File: src/ctrl_fifo.sv
// Small register queue used between the front, the back and the result port.
module ctrl_fifo #(
    parameter int WIDTH = 8,
    parameter int DEPTH = 2
) (
    input  logic             clk,
    input  logic             rst_n,
    input  logic             wr_en,
    input  logic [WIDTH-1:0] wr_data,
    input  logic             rd_en,
    output logic [WIDTH-1:0] rd_data,
    output logic             full,
    output logic             empty
);

    localparam int PTR_W = (DEPTH > 1) ? $clog2(DEPTH) : 1;
    localparam int CNT_W = $clog2(DEPTH + 1);

    logic [WIDTH-1:0] slots_reg [DEPTH];
    logic [PTR_W-1:0] wr_ptr_reg;
    logic [PTR_W-1:0] rd_ptr_reg;
    logic [CNT_W-1:0] count_reg;
    logic             do_wr;
    logic             do_rd;

    assign full    = (count_reg == CNT_W'(DEPTH));
    assign empty   = (count_reg == '0);
    assign do_wr   = wr_en && !full;
    assign do_rd   = rd_en && !empty;
    assign rd_data = slots_reg[rd_ptr_reg];

    always_ff @(posedge clk or negedge rst_n)
    begin
        if (!rst_n)
        begin
            wr_ptr_reg <= '0;
            rd_ptr_reg <= '0;
            count_reg  <= '0;
        end
        else
        begin
            if (do_wr)
            begin
                wr_ptr_reg <= (wr_ptr_reg == PTR_W'(DEPTH - 1)) ? '0 : wr_ptr_reg + 1'b1;
            end
            if (do_rd)
            begin
                rd_ptr_reg <= (rd_ptr_reg == PTR_W'(DEPTH - 1)) ? '0 : rd_ptr_reg + 1'b1;
            end
            if (do_wr && !do_rd)
            begin
                count_reg <= count_reg + 1'b1;
            end
            else if (do_rd && !do_wr)
            begin
                count_reg <= count_reg - 1'b1;
            end
        end
    end

    always_ff @(posedge clk)
    begin
        if (do_wr)
        begin
            slots_reg[wr_ptr_reg] <= wr_data;
        end
    end

endmodule

File: config.mk
export PLATFORM = sky130hd
export DESIGN_NAME = ctrl_fifo
export DESIGN_NICKNAME = d
export VERILOG_FILES = /design/src/ctrl_fifo.sv
export SDC_FILE = /design/constraint.sdc
export NUM_CORES = 1
export LEC_CHECK = 0
export BUFFER_PORTS_ARGS = -buffer_cell sky130_fd_sc_hd__buf_2
export CAP_MARGIN = 20
export CORE_AREA = 2 2 44 46
export DETAILED_ROUTE_END_ITERATION = 6
export DIE_AREA = 0 0 46 48
export PLACE_DENSITY = 0.71
export SLEW_MARGIN = 20
export SYNTH_ARGS = -nofsm -noshare
export SYNTH_HDL_FRONTEND = slang
export SYNTH_SLANG_ARGS = --single-unit
File: constraint.sdc
create_clock -name clk -period 1.6 [get_ports clk]
set_input_delay 0.48 -clock clk [delete_from_list [all_inputs] [get_ports clk]]
set_output_delay 0.48 -clock clk [all_outputs]
set_load 0.02 [all_outputs]
### Word level (Yosys, flattened, before mapping)

Memories as Yosys holds them, arrays and structs flattened.
Index checks and enable logic that the tools add are counted.

| word-level totals | value |
|---|---|
| register bits | 4 |
| bits in latches | 0 |
| bits in writable memories | 16 |
| ROM bits | 0 |
| output and inout port bits | 10 |
| word-level logic and storage cells | 25 |
| memories kept | 1 |

Memory list:

| name | words | bits a word | rd ports | clocked after memory_dff | wr ports | line | RTL |
|---|---|---|---|---|---|---|---|
| slots_reg | 2 | 8 | 1 | 0 | 1 | 19 | `logic [WIDTH-1:0] slots_reg [DEPTH];` |

| operators by class | value |
|---|---|
| $add $sub $neg | 4 |
| multipliers | 0 |
| div/mod/pow operators | 0 |
| $lt $le $gt $ge | 0 |
| equal/unequal tests | 1 |
| shift-type cells | 0 |
| multiplexer cells | 6 |
| bitwise logic cells | 0 |
| reductions and logical operators | 10 |

Operators by type and width:

| cell | count |
|---|---|
| $logic_and 1x1->1 | 4 |
| $logic_not 1->1 | 4 |
| $mux 1 | 4 |
| $mux 2 | 2 |
| $add 1x1->1 const B | 2 |
| $add 2x1->2 const B | 1 |
| $eq 2x2->1 const B | 1 |
| $logic_not 2->1 | 1 |
| $reduce_bool 2->1 | 1 |
| $sub 2x1->2 const B | 1 |

### Longest topological paths before layout

| depth | value |
|---|---|
| word-level depth | 7 |
| mapped depth | 7 |
| depth with buffers taken out | 7 |

### Worst setup path before layout

OpenSTA, ideal clock, no wires.

| path | value |
|---|---|
| kind | reg2reg |
| start point | reg count_reg[0] |
| end point | mem slots_reg[0][0], enable pin |
| data arrival time | 1022 ps |
| required time | 1230 ps |
| slack | 208 ps |
| stages on the path, launching flop included | 4 |
| clock period less this slack | 1392 ps |
| cell sequence | dfrtp_1 nand2b_1 nand2_2 nor2_1 |

| between the ends | value |
|---|---|
| longest elaborated chain between the ends | 5 |

Ends and longest elaborated chain:

| element | line | RTL |
|---|---|---|
| from (decl) | 22 | `logic [CNT_W-1:0] count_reg;` |
| from (signal assigned) | 52 | `count_reg <= count_reg + 1'b1;` |
| from (signal assigned) | 56 | `count_reg <= count_reg - 1'b1;` |
| $eq 2x2->1 | 26 | `assign full = (count_reg == CNT_W'(DEPTH));` |
| $logic_not 1->1 | 28 | `assign do_wr = wr_en && !full;` |
| $logic_and 1x1->1 | 28 |  |
| $mux 1 | 63 | `if (do_wr)` |
| $mux 1 (implied by the code) | 65 | `slots_reg[wr_ptr_reg] <= wr_data;` |
| to (decl) | 19 |  |

Every way passes these cells.

### Worst setup path in the final report

| path | value |
|---|---|
| start point | reg rd_ptr_reg |
| end point | out rd_data[3] |

| between the ends | value |
|---|---|
| longest elaborated chain between the ends | 1 |

Ends and longest elaborated chain:

| element | line | RTL |
|---|---|---|
| from (decl) | 21 | `logic [PTR_W-1:0] rd_ptr_reg;` |
| from (signal assigned) | 48 | `rd_ptr_reg <= (rd_ptr_reg == PTR_W'(DEPTH - 1)) ? '0 : rd_ptr_reg + 1'b1;` |
| $mem_v2 2x8 | - |  |
| to (decl) | 11 | `output logic [WIDTH-1:0] rd_data,` |

Every way passes these cells.

==> results.cfg <==
[cells_and_area]
largest_register_ffs = 16
area_growth_pct = 41.76
nets = 90
drive_above_1_share = 0.5789
layoutNonFillerInstCount = 93
nFillCells = 133
multiInputGateArea_sq_um = 219.0
regArea_sq_um = 581.8
diodes = 0
stdcell_area_sq_um = 1109

[detailed_routing]
drc = 0
dr.pass1.iters = 3
routed-via-count = 455
ant_nets = 0
initialDrtViolationCount = 6
vias_per_cell = 4.892
drt_wl_total_microns = 1224
post_drt_wl_per_cell_microns = 13.16

[power_and_ir_drop]
ir_drop_v = 0.001219
powerDensity_nw_per_um2 = 1962
p_leak_nw = 0.4880

[floorplan]
ioPinCount = 22
fp-row-count = 15
core_sq_um = 1689
die_x_microns = 46
die_h_microns = 48
die-area_sq_um = 2208
initial_core_util = 0.4630

[global_route]
grt_max_degree = 12
gr-usage-all-layers = 0.1286
grt_pass1_wl_microns = 1842
grt_overflow = 0
antenna_found_initial = 0
grt_util_met1 = 0.1359
busiest_layer = met2
grt_pass1_vias = 437
use_met3 = 0.04528
grt_use_met2 = 0.2167

[placed_design]
io_buffers = 21
dpl-instance-area_sq_um = 910.9
hpwl_microns = 779.4
gp_congestion = 0.6484
dpl.cell_count = 82

[clocking]
h-tree-depth = 1
clkLatencyLatePin_ns = 0.29
clock-root-buffer = clkbuf_4
cts_made_buffers = 3
cts.reportedPaths.clkPinSlew_ns = 0.10
clock-sinks = 20
cts_buffer_depth = 2
cts_tree = yes

[yosys]
ys_seq_elements = 20
synth_cells = 44
synth.avg_cell_area_sq_um = 17.77
synth_nets = 57
syn_area_sq_um = 782.0
ys_warn_count = 0
yosysSeqAreaShare = 0.7424
synth_cell_types = 15

[hold_path]
min-delay-start = wr_data[2]
hp-class = in2reg

[sta]
hold_viol = 0
setup_viol = 8
whs_ns = 0.3710
finalMaxSlewViolations = 0
maxSlewHeadroom = 0.7240
finalClockSkew_ns = 0.002020
fmax_mhz = 563.1
tightestPinTransition_ns = 0.4140
timing.final.crit_share = 1.110
min_period_ns = 1.776
rsz0062_at_grt = yes
finalWorstSetupSlack_ns = -0.1758

[setup_path]
critPathLaunch = rd_ptr_reg
endpoint_kind = output port
path_class = reg2out
r2r-start = count_reg[0]
crit_fanout = 4
worst_setup_path_start_kind = register
crit_arrival_ns = 1.30
required_ns = 1.12

[outcome]
status = complete, but fails checks
violations = setup timing

[flow_run]
maxCapViolCount = 0
## layout make-up
type | instances | area share
tap | 17 | 0.01919
timing repair buffer | 29 | 0.2190
inverter | 2 | 0.006772
clock buffer | 4 | 0.03273
multi-input combinational | 21 | 0.1975
sequential | 20 | 0.5248
## Yosys cell counts (all sizes together)
library cell	n	area [sq um]
buf	1	5.000
xor2	2	17.52
ha	1	12.51
dfrtp	4	100.1
o21ai	1	5.000
inv	2	7.510
nor2	3	11.26
nand2	1	6.260
edfxtp	16	480.5
and3	1	6.260
mux2	8	90.08
nand2b	1	6.260
xnor2	3	33.79
## worst max-delay path, stage by stage (launching register included)
cell and delay (ns):
dfrtp_2 0.44, buf_6 0.14, mux2_4 0.30, buf_6 0.13
## per-layer routing
layer	part of all wire	vias to the layer above	wire (microns)
li1	-	221	-
met2	0.54	15	666
met3	0.049	2	60
met4	0.016	0	19
met1	0.39	217	476
met5	0	-	0
## through the flow
| stage | setup TNS, ns | worst slack, ns | power (mW) | util |
|---|---|---|---|---|
| after floorplan | 0 | 0.2079 | 1.295 | - |
| after global routing | -1.844 | -0.2310 | 2.304 | 0.6563 |
| final | -1.368 | -0.1758 | 2.175 | 0.6563 |
| after global placement | 0 | 0.03024 | 1.470 | 0.5393 |
| after detailed placement | 0 | 0.008884 | 1.490 | 0.5393 |
| after CTS | -1.488 | -0.1919 | 2.131 | 0.6422 |
## timing repair
item	in CTS	in global routing
setup endpoints to repair	9	10
hold buffers	1	0
cloned	0	0
hold endpoints to repair	4	0
resized for setup	25	4
setup buffers	5	1
## final timing paths
path	endpoint	slack [ns]	cells after the start
setup / recovery	rd_data[3]	-0.18	3
min in group asynchronous	count_reg[1]	0.51	2
hold / removal	slots_reg[0][2]	0.37	1
hold reg to reg	wr_ptr_reg	0.54	1
max in group asynchronous	rd_ptr_reg	0.97	2
setup reg to reg	count_reg[1]	0.18	6
## cells by family after synthesis
logic type | Yosys count | share of synthesized area
AO/OA/AOI/OAI | 1 | 0.006394
AND/OR/NAND/NOR | 6 | 0.03841
multiplexers | 8 | 0.1152
adder cells (fa/ha/maj) | 1 | 0.01600
XOR/XNOR | 5 | 0.06561
flip-flops | 20 | 0.7424
buffers and inverters | 3 | 0.01600
## power breakdown
group | total [mW] | switching, mW | internal [mW]
clock network | 0.279 | 0.141 | 0.138
logic | 1.08 | 0.461 | 0.617
registers | 0.818 | 0.0877 | 0.730
## cells in the final DEF, fill, tap and decap left out, types with 2 or more instances in the layout
cell type,n
buf_2,11
dfrtp_1,3
xnor2_1,2
edfxtp_1,16
buf_6,10
mux2_2,2
clkbuf_4,3
inv_1,2
nor2_1,3
xor2_1,2
mux2_4,6
buf_4,6
Note: power is estimated with default switching activity, not from simulation.
