==> config.mk <==
export PLATFORM = sky130hd
export DESIGN_NAME = ctrl_front
export DESIGN_NICKNAME = d
export VERILOG_FILES = /design/src/ctrl_pkg.sv /design/src/ctrl_front.sv
export SDC_FILE = /design/constraint.sdc
export NUM_CORES = 1
export LEC_CHECK = 0
export ABC_AREA = 1
export BUFFER_PORTS_ARGS = -buffer_cell sky130_fd_sc_hd__buf_2
export CAP_MARGIN = 20
export CORE_MARGIN = 2
export CORE_UTILIZATION = 38
export CTS_CLUSTER_SIZE = 14
export DETAILED_ROUTE_END_ITERATION = 16
export GPL_ROUTABILITY_DRIVEN = 0
export HOLD_SLACK_MARGIN = 0.05
export PLACE_DENSITY_LB_ADDON = 0.12
export SLEW_MARGIN = 20
export SYNTH_ARGS = -nofsm -noshare
export SYNTH_HDL_FRONTEND = slang
export SYNTH_SLANG_ARGS = --single-unit
==> constraint.sdc <==
create_clock -name clk -period 1.9 [get_ports clk]
set_clock_uncertainty 0.1 [all_clocks]
set_input_delay 0.19 -clock clk [delete_from_list [all_inputs] [get_ports clk]]
set_output_delay 0.19 -clock clk [all_outputs]
set_load 0.01 [all_outputs]
==> src/ctrl_pkg.sv <==
// Shared types and constants for the call transition range lookup.
package ctrl_pkg;

    localparam int DEFAULT_TABLE_DEPTH = 1024;
    localparam int DEFAULT_ADDR_WIDTH = 64;
    localparam int MAX_CNT_W = 17;
    localparam logic [31:0] WINDOW_RESET = 32'h0001_0000;

    typedef enum logic [1:0] {
        CMD_NOP,
        CMD_LOAD,
        CMD_FULL,
        CMD_CALL
    } cmd_kind_t;

    typedef enum logic [2:0] {
        BK_IDLE,
        BK_SCAN,
        BK_DRAIN,
        BK_FIN,
        BK_EMIT
    } back_state_t;

    typedef struct packed {
        logic        func;
        logic [63:0] address;
        logic        in_executable;
        logic        module_named;
    } in_item_t;

    typedef struct packed {
        logic        call_detected;
        logic [9:0]  function_index;
        logic [31:0] call_offset;
        logic        table_full;
    } out_item_t;

    typedef struct packed {
        cmd_kind_t              kind;
        logic [63:0]            addr;
        logic [MAX_CNT_W-1:0]   count;
    } cmd_t;

endpackage

==> src/ctrl_front.sv <==
// Front end: accepts items, tracks trace history and table fill, classifies commands.
module ctrl_front import ctrl_pkg::*; #(
    parameter int TABLE_DEPTH = DEFAULT_TABLE_DEPTH,
    parameter int ADDR_WIDTH  = DEFAULT_ADDR_WIDTH
) (
    input  logic     clk,
    input  logic     rst_n,
    input  logic     accept,
    input  in_item_t item,
    output logic     cmd_push,
    output cmd_t     cmd
);

    localparam int CNT_W = $clog2(TABLE_DEPTH + 1);

    logic [CNT_W-1:0]      fill_reg;
    logic                  have_prev_reg;
    logic                  prev_exe_reg;
    logic                  prev_named_reg;
    logic [ADDR_WIDTH-1:0] addr_m;
    logic                  room;
    logic                  is_call;

    assign addr_m   = item.address[ADDR_WIDTH-1:0];
    assign room     = (fill_reg < CNT_W'(TABLE_DEPTH));
    assign is_call  = have_prev_reg && item.module_named && prev_named_reg &&
                      !item.in_executable && prev_exe_reg;
    assign cmd_push = accept;

    always_comb
    begin
        cmd.addr  = 64'(addr_m);
        cmd.count = MAX_CNT_W'(fill_reg);
        cmd.kind  = CMD_NOP;
        if (!item.func)
        begin
            cmd.kind = room ? CMD_LOAD : CMD_FULL;
        end
        else if (addr_m != '0 && is_call)
        begin
            cmd.kind = CMD_CALL;
        end
    end

    always_ff @(posedge clk or negedge rst_n)
    begin
        if (!rst_n)
        begin
            fill_reg       <= '0;
            have_prev_reg  <= 1'b0;
            prev_exe_reg   <= 1'b0;
            prev_named_reg <= 1'b0;
        end
        else if (accept)
        begin
            if (!item.func)
            begin
                if (room)
                begin
                    fill_reg <= fill_reg + 1'b1;
                end
            end
            else if (addr_m != '0)
            begin
                have_prev_reg  <= 1'b1;
                prev_exe_reg   <= item.in_executable;
                prev_named_reg <= item.module_named;
            end
        end
    end

endmodule

== Word-level counts from Yosys, hierarchy flattened ==
Cells that the tools add are included.

* $add $sub $neg: 1
* Multipliers: 0
* Divide/modulo/power cells: 0
* Order comparisons: 1
* Eq/ne operators: 0
* Shift-type cells: 0
* Muxes and demuxes: 3
* Bitwise operators: 1
* Reductions and logical operators: 9

{| class="wikitable"
|+ Operator list
! kind !! number
|-
| 64-bit nonzero test || 1
|-
| 11-bit by 1-bit adder with 11-bit output (second input constant) || 1
|-
| 11-bit < comparator (second input constant) || 1
|-
| 2-bit two-way mux || 3
|-
| 3-bit AND reduction || 2
|-
| 1-bit logical AND || 5
|-
| 1-bit logical NOT || 1
|-
| 1-bit inverter || 1
|}

* Register bits after elaboration: 14
* Bits in latches: 0
* Bits in writable memories: 0
* ROM bits: 0
* Bits of input ports: 70
* Output and inout port bits: 84
* Logic and storage cells: 19
* Memories: 0

== Logic depth before layout (Yosys ltp) ==
Gate-level depths: netlist of run 1.

* Depth after elaboration: 7
* Gate-level depth with buffers: 9
* Depth with buffers taken out: 9

== Least setup slack after synthesis of run 1 ==
Ideal clock, no wire load.

* Path kind: flip-flop to flip-flop
* Start: reg fill_reg[0]
* End: reg fill_reg[4]
* Setup time: 79 ps
* Arrival time: 1219 ps
* Required time: 1721 ps
* Path slack: 502 ps
* Stages on the path, launching flop included: 6
* Path buffers: 0
* Clock period less this slack: 1398 ps
* Path through: dfrtp_1 -> ha_1 -> nand4_4 -> or2_4 -> nor2_2 -> xor2_1

* Longest elaborated chain between the ends: 2
* Elaborated cells on any way between the ends: 3
* Those cells by class: add/sub: 1; order compare: 1; reduce/logical: 1

{| class="wikitable"
|+ Ends and longest elaborated chain
! what !! line !! text
|-
| from (decl) || ctrl_front.sv:16 || <nowiki>logic [CNT_W-1:0] fill_reg;</nowiki>
|-
| from (signal assigned) || ctrl_front.sv:60 || <nowiki>fill_reg <= fill_reg + 1'b1;</nowiki>
|-
| 11-bit < comparator || ctrl_front.sv:25 || <nowiki>assign room = (fill_reg < CNT_W'(TABLE_DEPTH));</nowiki>
|-
| 3-bit AND reduction (no line) || - ||
|}

Parallel ways exist; a longest one is shown, timed or not.
A chain may end at the register's enable or synchronous reset.

==> out/results.ini, run 1 <==
[outcome]
status=finished clean

[grt]
grt_pass1_vias=1162
grt_pass1_wl_um=4767
grt_antenna_before_repair=0
grt_use_total_pct=13.88
grt_max_degree=15
grt_overflow=0

[timing]
worst_slack_ns=0.3354
tns_ns=0
min_period_ns=1.565
max_freq_ghz=0.6391
post-route-period-util_pct=82.35
rsz0062_at_grt=no
drv_slew=0
setup_viol=0
finalHoldViolations=0

[setup_path]
cp_max_fo=2
path_cells=nand2_1 > nor4b_1 > nand2_1 > o21ai_0 > buf_2
critPathKind=reg -> out
slowest_delay_ns=0.35
startpoint_type=flop
cp.required_ns=1.61
end_kind=primary output
path_common_cell=nand2_1
crit_path_top_delay_cell=dfrtp_1
cp.arrival_ns=1.27

[clock_tree]
clockRootBuffer=clkbuf_8
post_cts_buffers=0
clkTransAtPathRegs_ns=0.06
htreeDepth=1
clock-sinks=14
cts_buffer_depth=2
clk_latency_ns=0.24
cts_buffers=3
cts_tree=built

[place]
hpwl_um=2950
io_buffers=147
placed_area_um2=1747
dp_cells=333
pre_cts_ws_ns=0.4187

[logic_synthesis]
netlist-cell-type-count=22
synth_area_per_cell_um2=7.182
postSynthCellCount=204
ys_warn_count=0
ys_ff_latch=14
yosysSeqAreaShare_pct=23.91
synth_area_um2=1465

[final_layout]
final_common_cell=buf_2
fin_area_um2=1798
drive_gt1_share_pct=56.06
final.fill_count=382
diodes=0
finalNetCount=362
largest_reg_flops=11
final_cell_mix=buf_2, nor2_1, nand2_1, dfrtp_1, inv_1
final_cells=337
syn_to_final_growth_pct=22.72

[power_and_ir_drop]
ir_drop_v=0.0004307
p_per_area_nw_per_um2=436.8
p_leak_nw=1.071

[floorplanning]
coreArea_um2=3689
start_util_pct=39.72
die_w_um=66.10
rows=22
io_pins=154
die_h_um=66.10
die_area_um2=4369

[route]
drc_errors=0
drt-total-wl_um=3248
ant_nets=0
via_per_inst=4.068
vias=1371
avgRoutedWirePerCell_um=9.638
drtIter0Drc=18
drt_first_pass_iters=2

[run]
maxCapViolCount=0

[worst_hold_path]
hold_class=in -> reg

[critical path, delay by kind of cell, from the launching register on]
kind	cells	cell delay, ns
simple gates	3	0.46
flops	1	0.35
compound gates	1	0.08
buf+inv	1	0.15
[routing by layer]
metal | wire (µm) | share of wire, % | track usage [%]
met1 | 1324 | 41 | 16.93
met2 | 1576 | 49 | 25.62
met3 | 332 | 10 | 1.874
met4 | 14 | 0.43 | 3.061
met5 | 0 | 0 | 0
[cell families after synthesis]
family | count (synthesis) | share of synthesized area, %
AND/OR/NAND/NOR | 94 | 28.95
buffers and inverters | 82 | 39.20
flip-flops | 14 | 23.91
XOR/XNOR | 9 | 5.380
AO/OA/AOI/OAI | 2 | 0.6832
adder cells (fa/ha/maj) | 1 | 0.8538
other | 1 | 0.2559
multiplexers | 1 | 0.7685
[worst paths after layout]
| kind | from | endpoint | slack, ns | cells after the start |
|---|---|---|---|---|
| min in group asynchronous | rst_n | fill_reg[1] | 0.27 | 2 |
| setup / recovery | have_prev_reg | cmd[82] | 0.34 | 5 |
| setup reg to reg | fill_reg[0] | fill_reg[4] | 0.47 | 5 |
| hold / removal | item[1] | prev_exe_reg | 0.11 | 3 |
| max in group asynchronous | rst_n | fill_reg[7] | 1.20 | 2 |
| hold reg to reg | have_prev_reg | have_prev_reg | 0.37 | 2 |
[cell usage after synthesis]
cell type,number,area share [%]
conb_1,1,0.26
nor3_4,1,1.1
or2_4,1,0.60
nand3_1,7,2.4
nand3_2,1,0.68
o21ai_0,2,0.68
nand4_4,1,1.5
nor2_2,2,0.85
nand2_1,33,8.5
nor2_4,1,0.77
xnor2_1,3,1.8
nor3_1,1,0.34
inv_1,8,2.0
nor2_1,44,11
inv_2,3,0.77
buf_4,71,36
nand2_2,1,0.43
dfrtp_1,14,24
ha_1,1,0.85
mux2_2,1,0.77
nor4b_1,1,0.60
xor2_1,6,3.6
[power by group]
| part | internal [mW] | total (mW) | switching [mW] | leakage, nW |
|---|---|---|---|---|
| combinational | 0.115 | 0.241 | 0.127 | 0.877 |
| sequential | 0.304 | 0.306 | 0.00263 | 0.172 |
| clock | 0.140 | 0.238 | 0.0976 | 0.0216 |
[area by class of cell]
type	instances	area [µm²]	area share (%)
multi-input cells	113	559.3	31.11
clock buffers	3	41.29	2.296
inverters	11	41.29	2.296
flip-flops and latches	14	350.3	19.49
well taps	48	60.06	3.340
repair buffers	148	745.7	41.48
[repair_timing]
action | in CTS | in global routing
endpoints found under the hold margin | 14 | 0
gates resized for setup | 0 | 0
hold buffers | 1 | 0
[per-stage QoR]
| step | util [%] | hold slack (ns) | total power [mW] |
|---|---|---|---|
| after floorplan | - | -0.2056 | 0.4971 |
| after global placement | 47.35 | 0.004919 | 0.5544 |
| after detailed placement | 47.35 | 0.002497 | 0.5542 |
| after CTS | 48.74 | 0.1111 | 0.7954 |
| after global routing | 48.74 | 0.1156 | 0.8329 |
| final | 48.74 | 0.1111 | 0.7853 |
(Power assumes the default switching activity.)
==> run 2, diff against run 1 <==
Settings changed: ABC_AREA 1 to 0, CORE_UTILIZATION 38 to 33.
Clock period 1.9 ns to 1.5 ns, I/O delays scaled along.
==> out/results.ini, run 2 <==
[route]
wl_met1_um=1251
drtIter0Drc=17
drc_errors=0
top_layer=met4
vias=1296
via_per_inst=4.438
drt_first_pass_iters=4
met2_length_um=2145
avgRoutedWirePerCell_um=12.75
wl_met3_um=309
ant_nets=0
drt-total-wl_um=3723

[final_layout]
fin_area_um2=1956
final_common_cell=buf_2
final_cell_mix=buf_2, dfrtp_1, buf_4, buf_6
drive_gt1_share_pct=77.87
final_cells=292
largest_reg_flops=11
finalNetCount=316
utilization_pct=53.02
diodes=0
syn_to_final_growth_pct=52.79

[setup_path]
slowest_delay_ns=0.33
path_cells=buf_2 > nor4_1 > nand4_1 > nor4_2 > or3_4 > o21ai_1 > buf_2
path_buf_inv=2
crit_family=simple AND/OR/NAND/NOR gates
crit_path_top_delay_cell=nor4_2
cp.arrival_ns=1.41
end_kind=primary output
cp.required_ns=1.25
path_common_cell=buf_2
critPathKind=in -> out
startpoint_type=input pin
cp_max_fo=2

[logic_synthesis]
synthTopCellsByCount=buf_4, nor4_1, dfrtp_1
yosys.area_share.simple_pct=19.26
ys_ff_latch=14
ys_async_sr_fraction_pct=100.0
synth_edf_count=0
yosysMostFrequentCell=buf_4
synthMuxAreaShare_pct=2.639
ys.flop_type=dfrtp_1
synth_area_um2=1280
netlist-cell-type-count=20
yosys.area.top_type=buf_4
ys_warn_count=0
synth.area.top_cells=buf_4, dfrtp_1, nor4_1
synth_top_family_by_area=buffers and inverters
synth_area_per_cell_um2=8.889
synth_xor_area_share_pct=6.158
synth_compound_area_share_pct=1.369
yosysSeqAreaShare_pct=27.37
postSynthCellCount=144
synth_fa_ha_area_share_pct=0.9775
synth.top_cell.area_share_pct=41.64

[floorplanning]
io_pins=154
die_w_um=66.28
die_h_um=66.28
start_util_pct=34.70
rows=22
die_area_um2=4393
coreArea_um2=3689

[grt]
grt_overflow=0
grt_pass1_wl_um=5575
grt_antenna_before_repair=0
grt_pass1_vias=1222
grt_use_total_pct=16.67
grt_max_degree=15

[outcome]
violations=negative setup slack
status=finished with violations

[place]
pre_cts_ws_ns=-0.2737
hpwl_um=3083
placed_area_um2=1652
io_buffers=147
dp_cells=284

[power_and_ir_drop]
ir_drop_v=0.0004524
p_per_area_nw_per_um2=570.1
report.power.total_mw=1.115
p_leak_nw=1.045

[timing]
drv_slew=0
setup_viol=3
min_period_ns=1.664
hold_ws_ns=0.06315
post-route-period-util_pct=110.9
tns_ns=-0.3361
worst_slack_ns=-0.1637
rsz0062_at_grt=yes
finalHoldViolations=0
max_freq_ghz=0.6011

[clock_tree]
clkTransAtPathRegs_ns=0.05
clockRootBuffer=clkbuf_8
clock-sinks=14
htreeDepth=1
cts_buffer_depth=2
clk_latency_ns=0.24
cts_buffers=3
cts_tree=built

[run]
maxCapViolCount=0

[worst_hold_path]
hold_class=in -> reg

==> run 2: logic make-up (layout without fill, tap and decap cells) <==
family / Yosys count / count (layout)
buffers and inverters: 72 / 167
AND/OR/NAND/NOR: 41 / 41
multiplexers: 3 / 3
other: 1 / 6
XOR/XNOR: 9 / 9
adder cells (fa/ha/maj): 1 / 1
flip-flops: 14 / 14
AO/OA/AOI/OAI: 3 / 3
==> run 2: final timing paths <==
check                                   start            end  slack (ns)  depth (start not counted)
min in group asynchronous               rst_n    fill_reg[5]        0.23                          2
worst min register to register  have_prev_reg  have_prev_reg        0.38                          1
worst min-delay path                  item[1]   prev_exe_reg        0.06                          2
worst max register to register   fill_reg[10]    fill_reg[3]        0.06                          5
worst max-delay path                 item[48]        cmd[81]       -0.16                          7
max in group asynchronous               rst_n   fill_reg[10]        0.82                          2
==> run 2: what timing repair did <==
item | 4_1_cts | 5_1_grt
endpoints found under the hold margin | 14 | 0
resized for setup | 24 | 18
endpoints found under the setup margin | 3 | 9
pin swaps | 9 | 12
buffers inserted | 2 | 3
hold buffers | 1 | 0
==> run 2: metal layers <==
layer  track usage, %  vias to the layer above
met5                0                        -
met4            4.847                        0
met3            3.748                        2
met2            33.13                       65
met1            16.93                      604
li1                 -                      625
==> run 2: cell type report <==
cell class,instances,area (µm²)
fill,366,1733
timing repair buffer,162,914.6
multi-input combinational,63,570.5
sequential,14,351.6
tap,48,60.06
clock buffer,4,55.05
inverter,1,3.754
==> run 2: report_power, final <==
| part | internal, mW | switching (mW) | total (mW) | leakage, nW |
|---|---|---|---|---|
| sequential | 0.387 | 0.00607 | 0.393 | 0.179 |
| clock | 0.232 | 0.126 | 0.358 | 0.0288 |
| combinational | 0.184 | 0.179 | 0.363 | 0.837 |
==> run 3, diff against run 2 <==
Settings changed: BUFFER_PORTS_ARGS -buffer_cell sky130_fd_sc_hd__buf_2 to unset, CORE_AREA set to 2 2 59 61, CORE_MARGIN 2 to unset, CORE_UTILIZATION 33 to unset, DIE_AREA set to 0 0 61 63, DONT_BUFFER_PORTS set to 1.
==> out/results.ini, run 3 (synthesized netlist as in run 2, its figures left out) <==
[final_layout]
multiInputGateArea_um2=514.2
final-seq-area_um2=351.6
finalNetCount=165
diodes=0
final.fill_count=349
final_common_cell=dfrtp_1
fin_area_um2=1054
final_cell_mix=dfrtp_1, nor4_1, nand4_1, buf_4
drive_gt1_share_pct=33.33
final_cells=139
largest_reg_flops=11
syn_to_final_growth_pct=-17.69

[grt]
grt_use_total_pct=15.40
busiest_layer=met2
grt_overflow=0
use_met3_pct=10.77
grtUsageMet1_pct=16.73
met2_usage_pct=23.66
grt_pass1_wl_um=4305
grt_antenna_before_repair=1
grt_pass1_vias=861
grt_max_degree=15

[clock_tree]
htreeDepth=1
cts_buffer_depth=2
cts_hold_buf=3
cts_tree=built
clockRootBuffer=clkbuf_4
clock-sinks=14
clkTransAtPathRegs_ns=0.10
clk_latency_ns=0.28
cts_buffers=3

[floorplanning]
die_h_um=63
start_util_pct=39.61
die_w_um=61
coreArea_um2=3232
io_pins=154
die_area_um2=3843
rows=21

[power_and_ir_drop]
p_leak_nw=0.3959
p_per_area_nw_per_um2=696.3
report.power.total_mw=0.7335
ir_drop_v=0.0002684

[timing]
rsz0062_at_grt=yes
post-route-period-util_pct=96.10
setup_viol=0
max_freq_ghz=0.6937
max_slew_margin_pct=57.23
drv_slew=0
worst_slack_ns=0.05846
finalHoldViolations=0
tns_ns=0
tightest_slew_ns=0.6394
min_period_ns=1.442

[route]
drt-total-wl_um=3130
drt_first_pass_iters=5
avgRoutedWirePerCell_um=22.52
ant_nets=0
drc_errors=0
via_per_inst=5.691
vias=791
drtIter0Drc=9

[worst_hold_path]
hold_class=in -> reg

[setup_path]
end_kind=primary output
cp.required_ns=1.25
critPathKind=reg -> out
cp_max_fo=2
startpoint_type=flop
cp.arrival_ns=1.19

[place]
pre_cts_ws_ns=-0.1132
io_buffers=0
placed_area_um2=875.8
hpwl_um=2572
dp_cells=130

[run]
maxCapViolCount=0

[outcome]
status=finished clean

[run 3: layer usage]
metal  share of wire (%)  vias to the layer above
li1                    -                      320
met5                   0                        -
met4                0.32                        0
met2                  51                       67
met1                  33                      400
met3                  15                        4
[run 3: cell type report]
class	instances	share of cell area (%)
multi-input cells	63	48.81
inverters	1	0.3563
repair buffers	11	8.551
flip-flops and latches	14	33.37
well taps	46	5.463
clock buffers	4	3.444
[run 3: worst max-delay path, stage by stage (launching register included)]
cell	delay [ns]
dfrtp_1	0.36
nand2_1	0.05
or3_4	0.40
o21ai_2	0.09
[run 3: through the flow]
stage / hold WS, ns / util, %
6_report: 0.01999 / 32.60
5_1_grt: 0.01117 / 32.60
4_1_cts: -0.007098 / 29.73
3_5_place_dp: -0.2451 / 27.10
3_3_place_gp: -0.2452 / 27.10
2_1_floorplan: -0.2456 / -
[run 3: where the power goes]
group / leakage (nW) / total (mW) / switching, mW / internal (mW)
combinational: 0.196 / 0.0578 / 0.0279 / 0.0298
sequential: 0.179 / 0.391 / 0.00476 / 0.386
clock: 0.0210 / 0.285 / 0.137 / 0.148
total: 0.396 / 0.734 / 0.170 / 0.564
[run 3: worst paths after layout]
kind	startpoint	to	slack, ns	cells past startpoint
worst max register to register	fill_reg[10]	fill_reg[9]	0.07	5
max in group asynchronous	rst_n	fill_reg[10]	0.63	1
worst min register to register	have_prev_reg	have_prev_reg	0.39	1
min in group asynchronous	rst_n	fill_reg[4]	0.22	1
worst min-delay path	item[66]	fill_reg[10]	0.02	3
worst max-delay path	have_prev_reg	cmd[81]	0.06	3
[run 3: timing repair]
action,CTS,global route
gates resized for setup,5,14
buffers inserted,1,1
hold endpoints to repair,17,1
pin swaps,1,5
setup endpoints to repair,2,6
gates cloned,0,0
